File: config.mk
export PLATFORM = sky130hd
export DESIGN_NAME = waveform_segment_summarizer_top
export DESIGN_NICKNAME = d
export VERILOG_FILES = /design/src/hdl/wss_pkg.sv /design/src/hdl/waveform_segment_summarizer_top.sv
export SDC_FILE = /design/constraint.sdc
export NUM_CORES = 1
export LEC_CHECK = 0
export ABC_CLOCK_PERIOD_IN_PS = 16400
export BUFFER_PORTS_ARGS = -buffer_cell sky130_fd_sc_hd__buf_2
export CAP_MARGIN = 20
export CORE_AREA = 8 8 196 198
export DETAILED_ROUTE_END_ITERATION = 12
export DIE_AREA = 0 0 204 206
export PLACE_DENSITY = 0.68
export SETUP_SLACK_MARGIN = 0.4
export SLEW_MARGIN = 15
export SYNTH_ARGS = -nofsm -noshare
export SYNTH_HDL_FRONTEND = slang
export SYNTH_SLANG_ARGS = --single-unit
File: constraint.sdc
create_clock -name clk -period 16.4 [get_ports clk]
set_input_delay 2.46 -clock clk [delete_from_list [all_inputs] [get_ports clk]]
set_output_delay 2.46 -clock clk [all_outputs]
set_load 0.01 [all_outputs]
File: src/hdl/wss_pkg.sv
// ----------------------------------------------------------------------------
// wss_pkg
// Shared types, codes and the blue-style colour table for the waveform
// segment summariser.
// ----------------------------------------------------------------------------
package wss_pkg;

    localparam int SCALE_W     = 9;
    localparam int MAX_SCALE   = 256;
    localparam int HSUM_W      = 16;
    localparam int CSUM_W      = 11;
    localparam int DIVIDEND_W  = 19;
    localparam int DIVISOR_W   = 12;
    localparam int DIV_STEPS   = DIVIDEND_W;
    localparam int DIV_CNT_W   = $clog2(DIV_STEPS);

    // configuration register indexes
    localparam logic [1:0] REG_STYLE = 2'd0;
    localparam logic [1:0] REG_BAND  = 2'd1;
    localparam logic [1:0] REG_SCALE = 2'd2;

    // waveform styles
    localparam logic [1:0] STYLE_BLUE  = 2'd0;
    localparam logic [1:0] STYLE_RGB   = 2'd1;
    localparam logic [1:0] STYLE_THREE = 2'd2;

    // three-band layers
    localparam logic [1:0] BAND_LOW     = 2'd0;
    localparam logic [1:0] BAND_MID     = 2'd1;
    localparam logic [1:0] BAND_HIGH    = 2'd2;
    localparam logic [1:0] BAND_LOW_MID = 2'd3;

    typedef struct packed {
        logic [7:0] byte_a;
        logic [7:0] byte_b;
        logic [7:0] byte_c;
        logic       end_of_data;
    } frame_t;

    typedef struct packed {
        logic [7:0] height;
        logic [7:0] red;
        logic [7:0] green;
        logic [7:0] blue;
    } segment_t;

    // blue-style colour, {red, green, blue}
    function automatic logic [23:0] blue_colour(input logic [2:0] idx);
        logic [23:0] c;
        case (idx)
            3'd0:    c = {8'd0,   8'd104, 8'd144};
            3'd1:    c = {8'd0,   8'd136, 8'd176};
            3'd2:    c = {8'd0,   8'd168, 8'd232};
            3'd3:    c = {8'd0,   8'd184, 8'd216};
            3'd4:    c = {8'd120, 8'd184, 8'd216};
            3'd5:    c = {8'd136, 8'd192, 8'd232};
            3'd6:    c = {8'd136, 8'd192, 8'd232};
            default: c = {8'd200, 8'd224, 8'd232};
        endcase
        return c;
    endfunction

endpackage

File: src/hdl/waveform_segment_summarizer_top.sv
// ----------------------------------------------------------------------------
// waveform_segment_summarizer_top
// Groups waveform frames into display segments and emits averaged height
// and colour per segment, using one shared restoring divider.
// ----------------------------------------------------------------------------
// Usage
//   frame channel: frame_valid / frame_stall / frame. A request is taken when
//   frame_valid is high and frame_stall low. frame_stall is high while a
//   frame is being worked on.
//   segment channel: segment_valid / segment_stall / segment. One request per
//   closed segment (scale frames, or earlier on end_of_data).
//   cfg_wr_en / cfg_index / cfg_data write style, band and scale; write only
//   while the block is idle.
// Sequence
//   a frame that does not close a segment passes through accept and
//   accumulate before the next frame can be taken.
//   a closing frame then runs n divisions on the shared divider, each
//   load, 19 quotient bits one per cycle, store; n = 2 in blue style,
//   4 in rgb style, 1 in three-band style; then the result is handed
//   over in the done state, which waits while the output register is
//   full and the receiver stalls.
// Reset clears configuration to style 0, band 0, scale 1 and empties the
// segment sums. A finished result sits in the output register; when the
// receiver stalls and a second result is ready, the block waits.
// ----------------------------------------------------------------------------
module waveform_segment_summarizer_top (
    input  logic                          clk,
    input  logic                          rst_n,
    input  logic                          frame_valid,
    output logic                          frame_stall,
    input  wss_pkg::frame_t               frame,
    output logic                          segment_valid,
    input  logic                          segment_stall,
    output wss_pkg::segment_t             segment,
    input  logic                          cfg_wr_en,
    input  logic [1:0]                    cfg_index,
    input  logic [wss_pkg::SCALE_W-1:0]   cfg_data
);

    localparam logic [2:0] S_IDLE  = 3'd0;
    localparam logic [2:0] S_ACC   = 3'd1;
    localparam logic [2:0] S_LOAD  = 3'd2;
    localparam logic [2:0] S_DIV   = 3'd3;
    localparam logic [2:0] S_STORE = 3'd4;
    localparam logic [2:0] S_DONE  = 3'd5;

    // division steps, in the order they run
    localparam logic [1:0] OP_HEIGHT = 2'd0;
    localparam logic [1:0] OP_FIRST  = 2'd1;
    localparam logic [1:0] OP_SECOND = 2'd2;
    localparam logic [1:0] OP_THIRD  = 2'd3;

    localparam int SW = wss_pkg::SCALE_W;
    localparam int HW = wss_pkg::HSUM_W;
    localparam int CW = wss_pkg::CSUM_W;
    localparam int NW = wss_pkg::DIVIDEND_W;
    localparam int DW = wss_pkg::DIVISOR_W;
    localparam int KW = wss_pkg::DIV_CNT_W;

    logic [2:0]          state_reg, state_next;
    logic [1:0]          style_reg, style_next;
    logic [1:0]          band_reg, band_next;
    logic [SW-1:0]       scale_reg, scale_next;
    wss_pkg::frame_t     frame_reg, frame_next;
    logic [SW-1:0]       frames_reg, frames_next;
    logic [HW-1:0]       hsum_reg, hsum_next;
    logic [CW-1:0]       csum0_reg, csum0_next;
    logic [CW-1:0]       csum1_reg, csum1_next;
    logic [CW-1:0]       csum2_reg, csum2_next;
    logic [1:0]          op_reg, op_next;
    logic [NW-1:0]       quo_reg, quo_next;
    logic [DW-1:0]       rem_reg, rem_next;
    logic [DW-1:0]       divisor_reg, divisor_next;
    logic [KW-1:0]       cnt_reg, cnt_next;
    logic [7:0]          res_h_reg, res_h_next;
    logic [7:0]          res0_reg, res0_next;
    logic [7:0]          res1_reg, res1_next;
    logic [7:0]          res2_reg, res2_next;
    logic                seg_valid_reg, seg_valid_next;
    wss_pkg::segment_t   seg_reg, seg_next;

    logic [SW-1:0]       sc;
    logic [SW-1:0]       frames_inc;
    logic [10:0]         lo_n;
    logic [9:0]          mid_n;
    logic [10:0]         hi_n;
    logic [18:0]         lo_prod;
    logic [17:0]         mid_prod;
    logic [21:0]         hi_prod;
    logic [7:0]          lo_v, mid_v, hi_v, band_v;
    logic [CW-1:0]       chan_sel;
    logic [NW-1:0]       chan_x255;
    logic [DW-1:0]       sc_x7;
    logic [DW:0]         rem_shift;
    logic                rem_ge;
    logic [1:0]          last_op;
    logic [23:0]         tab_colour;
    logic                seg_load;

    // effective scale, clamped to 1..MAX_SCALE
    always_comb
    begin
        if (scale_reg == '0)
        begin
            sc = SW'(1);
        end
        else if (scale_reg > SW'(wss_pkg::MAX_SCALE))
        begin
            sc = SW'(wss_pkg::MAX_SCALE);
        end
        else
        begin
            sc = scale_reg;
        end
    end

    // three-band terms, constant divides by reciprocal multiply
    assign lo_n     = {1'b0, frame_reg.byte_c, 2'b00} + 11'd5;
    assign mid_n    = {1'b0, frame_reg.byte_a, 1'b0} + {2'b00, frame_reg.byte_a} + 10'd5;
    assign hi_n     = {1'b0, frame_reg.byte_b, 2'b00} + {2'b00, frame_reg.byte_b, 1'b0}
                    + 11'd49;
    assign lo_prod  = 19'(lo_n) * 19'd205;
    assign mid_prod = 18'(mid_n) * 18'd205;
    assign hi_prod  = 22'(hi_n) * 22'd1311;
    assign lo_v     = lo_prod[18:11];
    assign mid_v    = {1'b0, mid_prod[17:11]};
    assign hi_v     = {3'b000, hi_prod[21:17]};

    always_comb
    begin
        case (band_reg)
            wss_pkg::BAND_LOW:  band_v = lo_v;
            wss_pkg::BAND_MID:  band_v = mid_v;
            wss_pkg::BAND_HIGH: band_v = hi_v;
            default:            band_v = lo_v + mid_v;
        endcase
    end

    always_comb
    begin
        case (style_reg)
            wss_pkg::STYLE_BLUE: last_op = OP_FIRST;
            wss_pkg::STYLE_RGB:  last_op = OP_THIRD;
            default:             last_op = OP_HEIGHT;
        endcase
    end

    always_comb
    begin
        case (op_reg)
            OP_FIRST:  chan_sel = csum0_reg;
            OP_SECOND: chan_sel = csum1_reg;
            default:   chan_sel = csum2_reg;
        endcase
    end

    assign frames_inc = frames_reg + SW'(1);
    assign chan_x255  = {chan_sel, 8'h00} - NW'(chan_sel);
    assign sc_x7      = {sc, 3'b000} - DW'(sc);
    assign rem_shift  = {rem_reg, quo_reg[NW-1]};
    assign rem_ge     = rem_shift >= {1'b0, divisor_reg};
    assign tab_colour = wss_pkg::blue_colour(res0_reg[2:0]);
    assign seg_load   = (state_reg == S_DONE) && (!seg_valid_reg || !segment_stall);

    always_comb
    begin
        state_next     = state_reg;
        style_next     = style_reg;
        band_next      = band_reg;
        scale_next     = scale_reg;
        frame_next     = frame_reg;
        frames_next    = frames_reg;
        hsum_next      = hsum_reg;
        csum0_next     = csum0_reg;
        csum1_next     = csum1_reg;
        csum2_next     = csum2_reg;
        op_next        = op_reg;
        quo_next       = quo_reg;
        rem_next       = rem_reg;
        divisor_next   = divisor_reg;
        cnt_next       = cnt_reg;
        res_h_next     = res_h_reg;
        res0_next      = res0_reg;
        res1_next      = res1_reg;
        res2_next      = res2_reg;
        seg_valid_next = seg_valid_reg;
        seg_next       = seg_reg;

        if (cfg_wr_en)
        begin
            case (cfg_index)
                wss_pkg::REG_STYLE: style_next = cfg_data[1:0];
                wss_pkg::REG_BAND:  band_next  = cfg_data[1:0];
                wss_pkg::REG_SCALE: scale_next = cfg_data;
                default:            ;
            endcase
        end

        if (seg_valid_reg && !segment_stall)
        begin
            seg_valid_next = 1'b0;
        end

        case (state_reg)
            S_IDLE:
            begin
                if (frame_valid)
                begin
                    frame_next = frame;
                    state_next = S_ACC;
                end
            end
            S_ACC:
            begin
                case (style_reg)
                    wss_pkg::STYLE_BLUE:
                    begin
                        hsum_next  = hsum_reg + HW'(frame_reg.byte_a[4:0]);
                        csum0_next = csum0_reg + CW'(frame_reg.byte_a[7:5]);
                    end
                    wss_pkg::STYLE_RGB:
                    begin
                        hsum_next  = hsum_reg + HW'(frame_reg.byte_b[6:2]);
                        csum0_next = csum0_reg + CW'(frame_reg.byte_a[7:5]);
                        csum1_next = csum1_reg
                                   + CW'({frame_reg.byte_a[1:0], frame_reg.byte_b[7]});
                        csum2_next = csum2_reg + CW'(frame_reg.byte_a[4:2]);
                    end
                    default:
                    begin
                        hsum_next = hsum_reg + HW'(band_v);
                    end
                endcase
                frames_next = frames_inc;
                if (frames_inc >= sc || frame_reg.end_of_data)
                begin
                    op_next    = OP_HEIGHT;
                    state_next = S_LOAD;
                end
                else
                begin
                    state_next = S_IDLE;
                end
            end
            S_LOAD:
            begin
                rem_next = '0;
                cnt_next = '0;
                if (op_reg == OP_HEIGHT)
                begin
                    quo_next     = NW'(hsum_reg);
                    divisor_next = DW'(sc);
                end
                else if (style_reg == wss_pkg::STYLE_BLUE)
                begin
                    quo_next     = NW'(chan_sel);
                    divisor_next = DW'(sc);
                end
                else
                begin
                    quo_next     = chan_x255;
                    divisor_next = sc_x7;
                end
                state_next = S_DIV;
            end
            S_DIV:
            begin
                // restoring division, one quotient bit per cycle
                if (rem_ge)
                begin
                    rem_next = DW'(rem_shift - {1'b0, divisor_reg});
                end
                else
                begin
                    rem_next = rem_shift[DW-1:0];
                end
                quo_next = {quo_reg[NW-2:0], rem_ge};
                cnt_next = cnt_reg + KW'(1);
                if (cnt_reg == KW'(wss_pkg::DIV_STEPS - 1))
                begin
                    state_next = S_STORE;
                end
            end
            S_STORE:
            begin
                case (op_reg)
                    OP_HEIGHT: res_h_next = quo_reg[7:0];
                    OP_FIRST:  res0_next  = quo_reg[7:0];
                    OP_SECOND: res1_next  = quo_reg[7:0];
                    default:   res2_next  = quo_reg[7:0];
                endcase
                if (op_reg == last_op)
                begin
                    state_next = S_DONE;
                end
                else
                begin
                    op_next    = op_reg + 2'd1;
                    state_next = S_LOAD;
                end
            end
            S_DONE:
            begin
                if (seg_load)
                begin
                    seg_next.height = res_h_reg;
                    if (style_reg == wss_pkg::STYLE_BLUE)
                    begin
                        seg_next.red   = tab_colour[23:16];
                        seg_next.green = tab_colour[15:8];
                        seg_next.blue  = tab_colour[7:0];
                    end
                    else if (style_reg == wss_pkg::STYLE_RGB)
                    begin
                        seg_next.red   = res0_reg;
                        seg_next.green = res1_reg;
                        seg_next.blue  = res2_reg;
                    end
                    else
                    begin
                        seg_next.red   = '0;
                        seg_next.green = '0;
                        seg_next.blue  = '0;
                    end
                    seg_valid_next = 1'b1;
                    frames_next    = '0;
                    hsum_next      = '0;
                    csum0_next     = '0;
                    csum1_next     = '0;
                    csum2_next     = '0;
                    state_next     = S_IDLE;
                end
            end
            default:
            begin
                state_next = S_IDLE;
            end
        endcase
    end

    always_ff @(posedge clk or negedge rst_n)
    begin
        if (!rst_n)
        begin
            state_reg     <= S_IDLE;
            style_reg     <= wss_pkg::STYLE_BLUE;
            band_reg      <= wss_pkg::BAND_LOW;
            scale_reg     <= SW'(1);
            frames_reg    <= '0;
            hsum_reg      <= '0;
            csum0_reg     <= '0;
            csum1_reg     <= '0;
            csum2_reg     <= '0;
            op_reg        <= OP_HEIGHT;
            cnt_reg       <= '0;
            seg_valid_reg <= 1'b0;
        end
        else
        begin
            state_reg     <= state_next;
            style_reg     <= style_next;
            band_reg      <= band_next;
            scale_reg     <= scale_next;
            frames_reg    <= frames_next;
            hsum_reg      <= hsum_next;
            csum0_reg     <= csum0_next;
            csum1_reg     <= csum1_next;
            csum2_reg     <= csum2_next;
            op_reg        <= op_next;
            cnt_reg       <= cnt_next;
            seg_valid_reg <= seg_valid_next;
        end
    end

    always_ff @(posedge clk)
    begin
        frame_reg   <= frame_next;
        quo_reg     <= quo_next;
        rem_reg     <= rem_next;
        divisor_reg <= divisor_next;
        res_h_reg   <= res_h_next;
        res0_reg    <= res0_next;
        res1_reg    <= res1_next;
        res2_reg    <= res2_next;
        seg_reg     <= seg_next;
    end

    assign frame_stall   = (state_reg != S_IDLE);
    assign segment_valid = seg_valid_reg;
    assign segment       = seg_reg;

    // a taken frame is always accumulated in the next cycle
    a_accept_acc: assert property (@(posedge clk) disable iff (!rst_n)
        (frame_valid && !frame_stall) |=> (state_reg == S_ACC))
        else $error("accepted frame not accumulated");

    // frame count never runs past the largest segment
    a_frames_max: assert property (@(posedge clk) disable iff (!rst_n)
        frames_reg <= SW'(wss_pkg::MAX_SCALE))
        else $error("frame count beyond max scale");

    // partial remainder stays below the divisor
    a_rem_bound: assert property (@(posedge clk) disable iff (!rst_n)
        (state_reg == S_DIV) |-> (rem_reg < divisor_reg))
        else $error("divider remainder out of range");

    // handing over a result empties the segment and raises valid
    a_load_clear: assert property (@(posedge clk) disable iff (!rst_n)
        seg_load |=> (frames_reg == '0 && hsum_reg == '0 && segment_valid))
        else $error("segment not cleared after result");

    // divider only runs with a nonzero divisor
    a_div_nonzero: assert property (@(posedge clk) disable iff (!rst_n)
        (state_reg == S_DIV) |-> (divisor_reg != '0))
        else $error("zero divisor");

endmodule

## Yosys cells after proc, flatten, opt, wreduce, memory -nomap -nowiden

Index checks and enable logic that the tools add are counted.
Widths: inputs -> output; s select.

| word-level totals | value |
|---|---|
| bits of input ports | 41 |
| output and inout bits | 34 |
| bits in registers | 214 |
| memories kept | 0 |
| logic and storage cells | 155 |
| latch bits | 0 |
| memory bits (writable) | 0 |
| ROM bits | 0 |

| cells by class | value |
|---|---|
| div/mod/pow operators | 0 |
| bitwise logic cells | 1 |
| mux-type cells | 40 |
| $add $sub $neg | 18 |
| eq/ne operators | 27 |
| shift operators | 0 |
| $lt $le $gt $ge | 3 |
| reduce and logical (&&, ||, !) cells | 35 |
| multipliers | 3 |

Operators with widths:

| operator | count |
|---|---|
| $pmux 24 s6 | 1 |
| $pmux 11 s2 | 4 |
| $pmux 16 s2 | 2 |
| $mux 24 | 2 |
| $mux 9 | 5 |
| $mux 11 | 4 |
| $mux 19 | 2 |
| $pmux 19 s2 | 1 |
| $add 11x3->11 | 3 |
| $add 16x5->16 | 2 |
| $pmux 12 s2 | 1 |
| $pmux 8 s3 | 1 |
| $mul 11x11->22 const B | 1 |
| $reduce_and 2->1 | 10 |
| $mul 11x8->19 const B | 1 |
| $sub 19x11->19 | 1 |
| $mul 10x8->18 const B | 1 |
| $pmux 3 s6 | 1 |
| $pmux 9 s2 | 1 |
| $add 16x8->16 | 1 |
| $mux 16 | 1 |
| $eq 3x3->1 const B | 5 |
| $ne 2x2->1 const B | 7 |
| $ge 13x12->1 | 1 |
| 37 further kinds | 68 |

## Depth between registers and ports, before layout

| depth | value |
|---|---|
| word-level depth | 8 |
| mapped depth | 41 |
| gate-level depth less buffers | 41 |

## Worst setup path after synthesis

OpenSTA, ideal clock, no wires.

| timing path | value |
|---|---|
| path type | reg2reg |
| from | register frame_reg[18] (netlist bit) |
| to | register hsum_reg[12] |
| cell stages (with the launch flop) | 34 |
| library setup time | 0.132 ns |
| required time | 16.268 ns |
| slack | 7.787 ns |
| data arrival time | 8.481 ns |
| clock period less this slack | 8.613 ns |
| path buffers | 0 |
| cell sequence | edfxtp_1 inv_1 ha_1 fa_1 nor2b_1 o21ai_0 a21boi_0 o21ai_1 a211oi_1 nor4b_1 a311oi_1 o311ai_1 fa_1 inv_1 fa_1 fa_1 inv_1 ha_1 and2_1 a22o_1 a211oi_2 xnor2_1 fa_1 mux4_2 a21o_1 fa_1 nand3b_1 a21boi_0 o21ai_0 a21boi_0 o21ai_0 a2111oi_2 xnor2_1 nor2_1 |

| on the way | value |
|---|---|
| cells in the longest elaborated chain, start to end | 8 |
| elaborated cells between the ends (all ways) | 9 |
| those cells by class | add/sub (5); mul (1); mux (3) |

Ends and longest elaborated chain:

| item | RTL line | RTL |
|---|---|---|
| from (decl) | waveform_segment_summarizer_top.sv:64 | `wss_pkg::frame_t frame_reg, frame_next;` |
| from (signal assigned) | waveform_segment_summarizer_top.sv:377 | `frame_reg <= frame_next;` |
| $add 9x8->10 | waveform_segment_summarizer_top.sv:119 | `assign mid_n = {1'b0, frame_reg.byte_a, 1'b0} + {2'b00, frame_reg.byte_a} + 10'd5;` |
| $add 10x3->10 | waveform_segment_summarizer_top.sv:119 |  |
| $mul 10x8->18 | waveform_segment_summarizer_top.sv:123 | `assign mid_prod = 18'(mid_n) * 18'd205;` |
| $add 8x7->8 | waveform_segment_summarizer_top.sv:135 | `default: band_v = lo_v + mid_v;` |
| $pmux 8 s3 | waveform_segment_summarizer_top.sv:131 | `case (band_reg)` |
| $add 16x8->16 | waveform_segment_summarizer_top.sv:231 | `hsum_next = hsum_reg + HW'(band_v);` |
| $pmux 16 s2 * | waveform_segment_summarizer_top.sv:215 | `case (style_reg)` |
| $pmux 16 s2 * | waveform_segment_summarizer_top.sv:204 | `case (state_reg)` |
| to (signal assigned) | waveform_segment_summarizer_top.sv:365 | `hsum_reg <= hsum_next;` |
| to (decl) | waveform_segment_summarizer_top.sv:66 | `logic [HW-1:0] hsum_reg, hsum_next;` |

Every way passes the cells marked *; elsewhere a longest branch is shown, timed or not.
A chain may end at the register's enable or synchronous reset.

## Final worst setup path

| timing path | value |
|---|---|
| from | register frame_reg[18] (netlist bit) |
| to | register hsum_reg[14] |

The elaborated chain is that of the path after synthesis.

==> flow_metrics.env <==
export IMPL_synth_ff_type="edfxtp_1"
export IMPL_setup_viol=0
export IMPL_cp_start_kind="register"
export IMPL_firstDrtPassIters=5
export IMPL_areaGrowthSynthToFinish_pct=10.1
export IMPL_cp_arrival_ns=10.00
export IMPL_slew_headroom=0.327
export IMPL_netlist_instances=1768
export IMPL_cts_repair_resized=0
export IMPL_crit_slowest_cell="fa_1"
export IMPL_grt_pass1_vias=13100
export IMPL_hold_end="segment[27]$_DFFE_PP_"
export IMPL_wl_per_cell_um=16.5
export IMPL_place_gp_congestion=0.936
export IMPL_netlist_area_mm2=0.0177
export IMPL_cts_root_buf="clkbuf_16"
export IMPL_final_common_cell="ha_1"
export IMPL_syn_num_nets=2145
export IMPL_synth_edf_count=132
export IMPL_dp_cells=2268
export IMPL_dpl_worst_slack_ns=6.89
export IMPL_tritoncts="yes"
export IMPL_cts_made_buffers=26
export IMPL_final_cell_mix="ha_1, inv_1, edfxtp_1, nor2_1, nand2_1"
export IMPL_insertion_delay_ns=0.56
export IMPL_synth_avg_cell_area_um2=10.0
export IMPL_finalInstanceArea_mm2=0.0195
export IMPL_r2r_end="hsum_reg[14]$_DFFE_PN0P_"
export IMPL_r2r_slack_ns=6.81
export IMPL_status="complete, no violations"
export IMPL_ys_seq_elements=214
export IMPL_synth_yosys_warnings=0
export IMPL_grt_max_degree=61
export IMPL_drt_iter0_markers=517
export IMPL_critPathMaxFanout=6
export IMPL_seq_area_frac_synth=0.339
export IMPL_post_route_min_period_ns=9.59
export IMPL_max_freq_ghz=0.104
export IMPL_r2r_cells=38
export IMPL_worstHoldStart="res_h_reg[3]$_DFFE_PP_"
export IMPL_slew_violations=0
export IMPL_crit_type="reg -> reg"
export IMPL_track_usage=0.185
export IMPL_fp_dieArea_mm2=0.0420
export IMPL_cts_sink_count=214
export IMPL_die_width_um=204
export IMPL_htree_num_levels=1
export IMPL_slowest_delay_ns=0.57
export IMPL_gr_total_overflow=0
export IMPL_row_count=69
export IMPL_antenna_cells=0
export IMPL_rsz0062_at_grt="false"
export IMPL_die_h_um=206
export IMPL_antenna_found_initial=0
export IMPL_synth_async_reset_ratio=0.383
export IMPL_core_area_mm2=0.0352
export IMPL_final_nets=2213
export IMPL_critical_path_required_ns=16.82
export IMPL_largest_reg_flops=32
export IMPL_dpl_hpwl_mm=29.8
export IMPL_vias=12700
export IMPL_ant_nets=0
export IMPL_hold_buffers=0
export IMPL_ys_types=80
export IMPL_setup_worst_path_start="frame_reg[18]$_DFFE_PP_"
export IMPL_vias_per_cell=5.50
export IMPL_grt_pass1_wl_mm=64.2
export IMPL_tightestPinTransition_ns=1.01
export IMPL_fin_tns_setup_ns=0
export IMPL_wl_mm=38.2
export IMPL_drv_cap=0
export IMPL_hold_depth=0
export IMPL_io_buffers=74
export IMPL_end_kind="register"
export IMPL_hold_class="reg -> reg"
export IMPL_fin_cells=2317
export IMPL_setup_ws_ns=6.81
export IMPL_layout_drive_gt1_share=0.0954
export IMPL_cts_max_path_buffers=3
export IMPL_clk_pin_slew_worst_paths_ns=0.06
export IMPL_clock_skew_ns=0.0266
export IMPL_remaining_drc_errors=0
export IMPL_postCtsSetupBuffers=0
export IMPL_finalHoldViolCount=0
export IMPL_finalCritPeriodShare=0.584
export IMPL_dpl_cell_area_mm2=0.0186
export IMPL_r2r_start="frame_reg[18]$_DFFE_PP_"
export IMPL_start_util=0.503
export IMPL_ios=75
## worst max-delay path, delay by kind of cell, from the launching register on
kind            cells  cell delay, ns
fa+ha+maj           8            3.36
flops               1            0.41
compound gates     18            4.16
buf+inv             4            0.28
xor+xnor            3            0.55
simple gates        5            0.67
## Yosys cell counts, drive strengths merged (10+ instances only)
master / n / area, um^2
nor2: 125 / 482
nand4: 11 / 68.8
o21a: 13 / 97.6
a211oi: 19 / 153
nor3: 27 / 140
clkbuf: 32 / 120
nand3: 47 / 258
mux2i: 19 / 260
and3: 15 / 93.8
xor2: 50 / 438
nand2: 104 / 393
buf: 10 / 61.3
inv: 244 / 916
mux2: 13 / 146
nand2b: 13 / 81.3
ha: 268 / 3350
a21oi: 92 / 468
and2: 22 / 138
o31ai: 10 / 80.1
or3: 13 / 81.3
xnor2: 79 / 692
nor2b: 21 / 131
dfrtp: 81 / 2030
a21o: 34 / 255
o21ai: 96 / 480
a22o: 16 / 140
edfxtp: 132 / 3960
fa: 68 / 1360
## worst max path at each step
stage | end
after floorplan | hsum_reg[12]$_DFFE_PN0P_
after global placement | hsum_reg[12]$_DFFE_PN0P_
after detailed placement | hsum_reg[12]$_DFFE_PN0P_
after CTS | hsum_reg[12]$_DFFE_PN0P_
after global routing | hsum_reg[12]$_DFFE_PN0P_
final | hsum_reg[14]$_DFFE_PN0P_
## logic make-up (layout without fill, tap and decap cells)
group	after synthesis	in the layout	share of synthesized area
AOI/OAI and AO/OA	349	349	0.129
and+or+nand+nor	420	420	0.115
buffers and inverters	286	374	0.0619
DFF	214	214	0.339
xor gates and xnor gates	129	129	0.0637
muxes	34	34	0.0255
adders and majority gates	336	336	0.266
## layout make-up
type / instances / area (um^2)
clock inverters: 13 / 183
repair buffers: 82 / 433
multi-input cells: 1268 / 10600
inverters: 244 / 916
clock buffers: 35 / 767
fillers: 3061 / 15700
flip-flops and latches: 214 / 6020
well taps: 461 / 577
## through the flow
| step | utilization | hold slack (ns) |
|---|---|---|
| after floorplan | - | 0.400 |
| after global placement | 0.527 | 0.405 |
| after detailed placement | 0.527 | 0.405 |
| after CTS | 0.554 | 0.419 |
| after global routing | 0.554 | 0.426 |
| final | 0.554 | 0.422 |
## routing by layer
metal / share of wire / vias up / global-route usage
met5: 0 / - / 0
met4: 0.032 / 0 / 0.0638
met1: 0.45 / 6159 / 0.240
li1: - / 6280 / -
met2: 0.47 / 231 / 0.312
met3: 0.047 / 64 / 0.0273
Power is left out: the tool's default activity adds up to more than one toggle a clock period on the data nets, which glitch-free logic cannot reach.
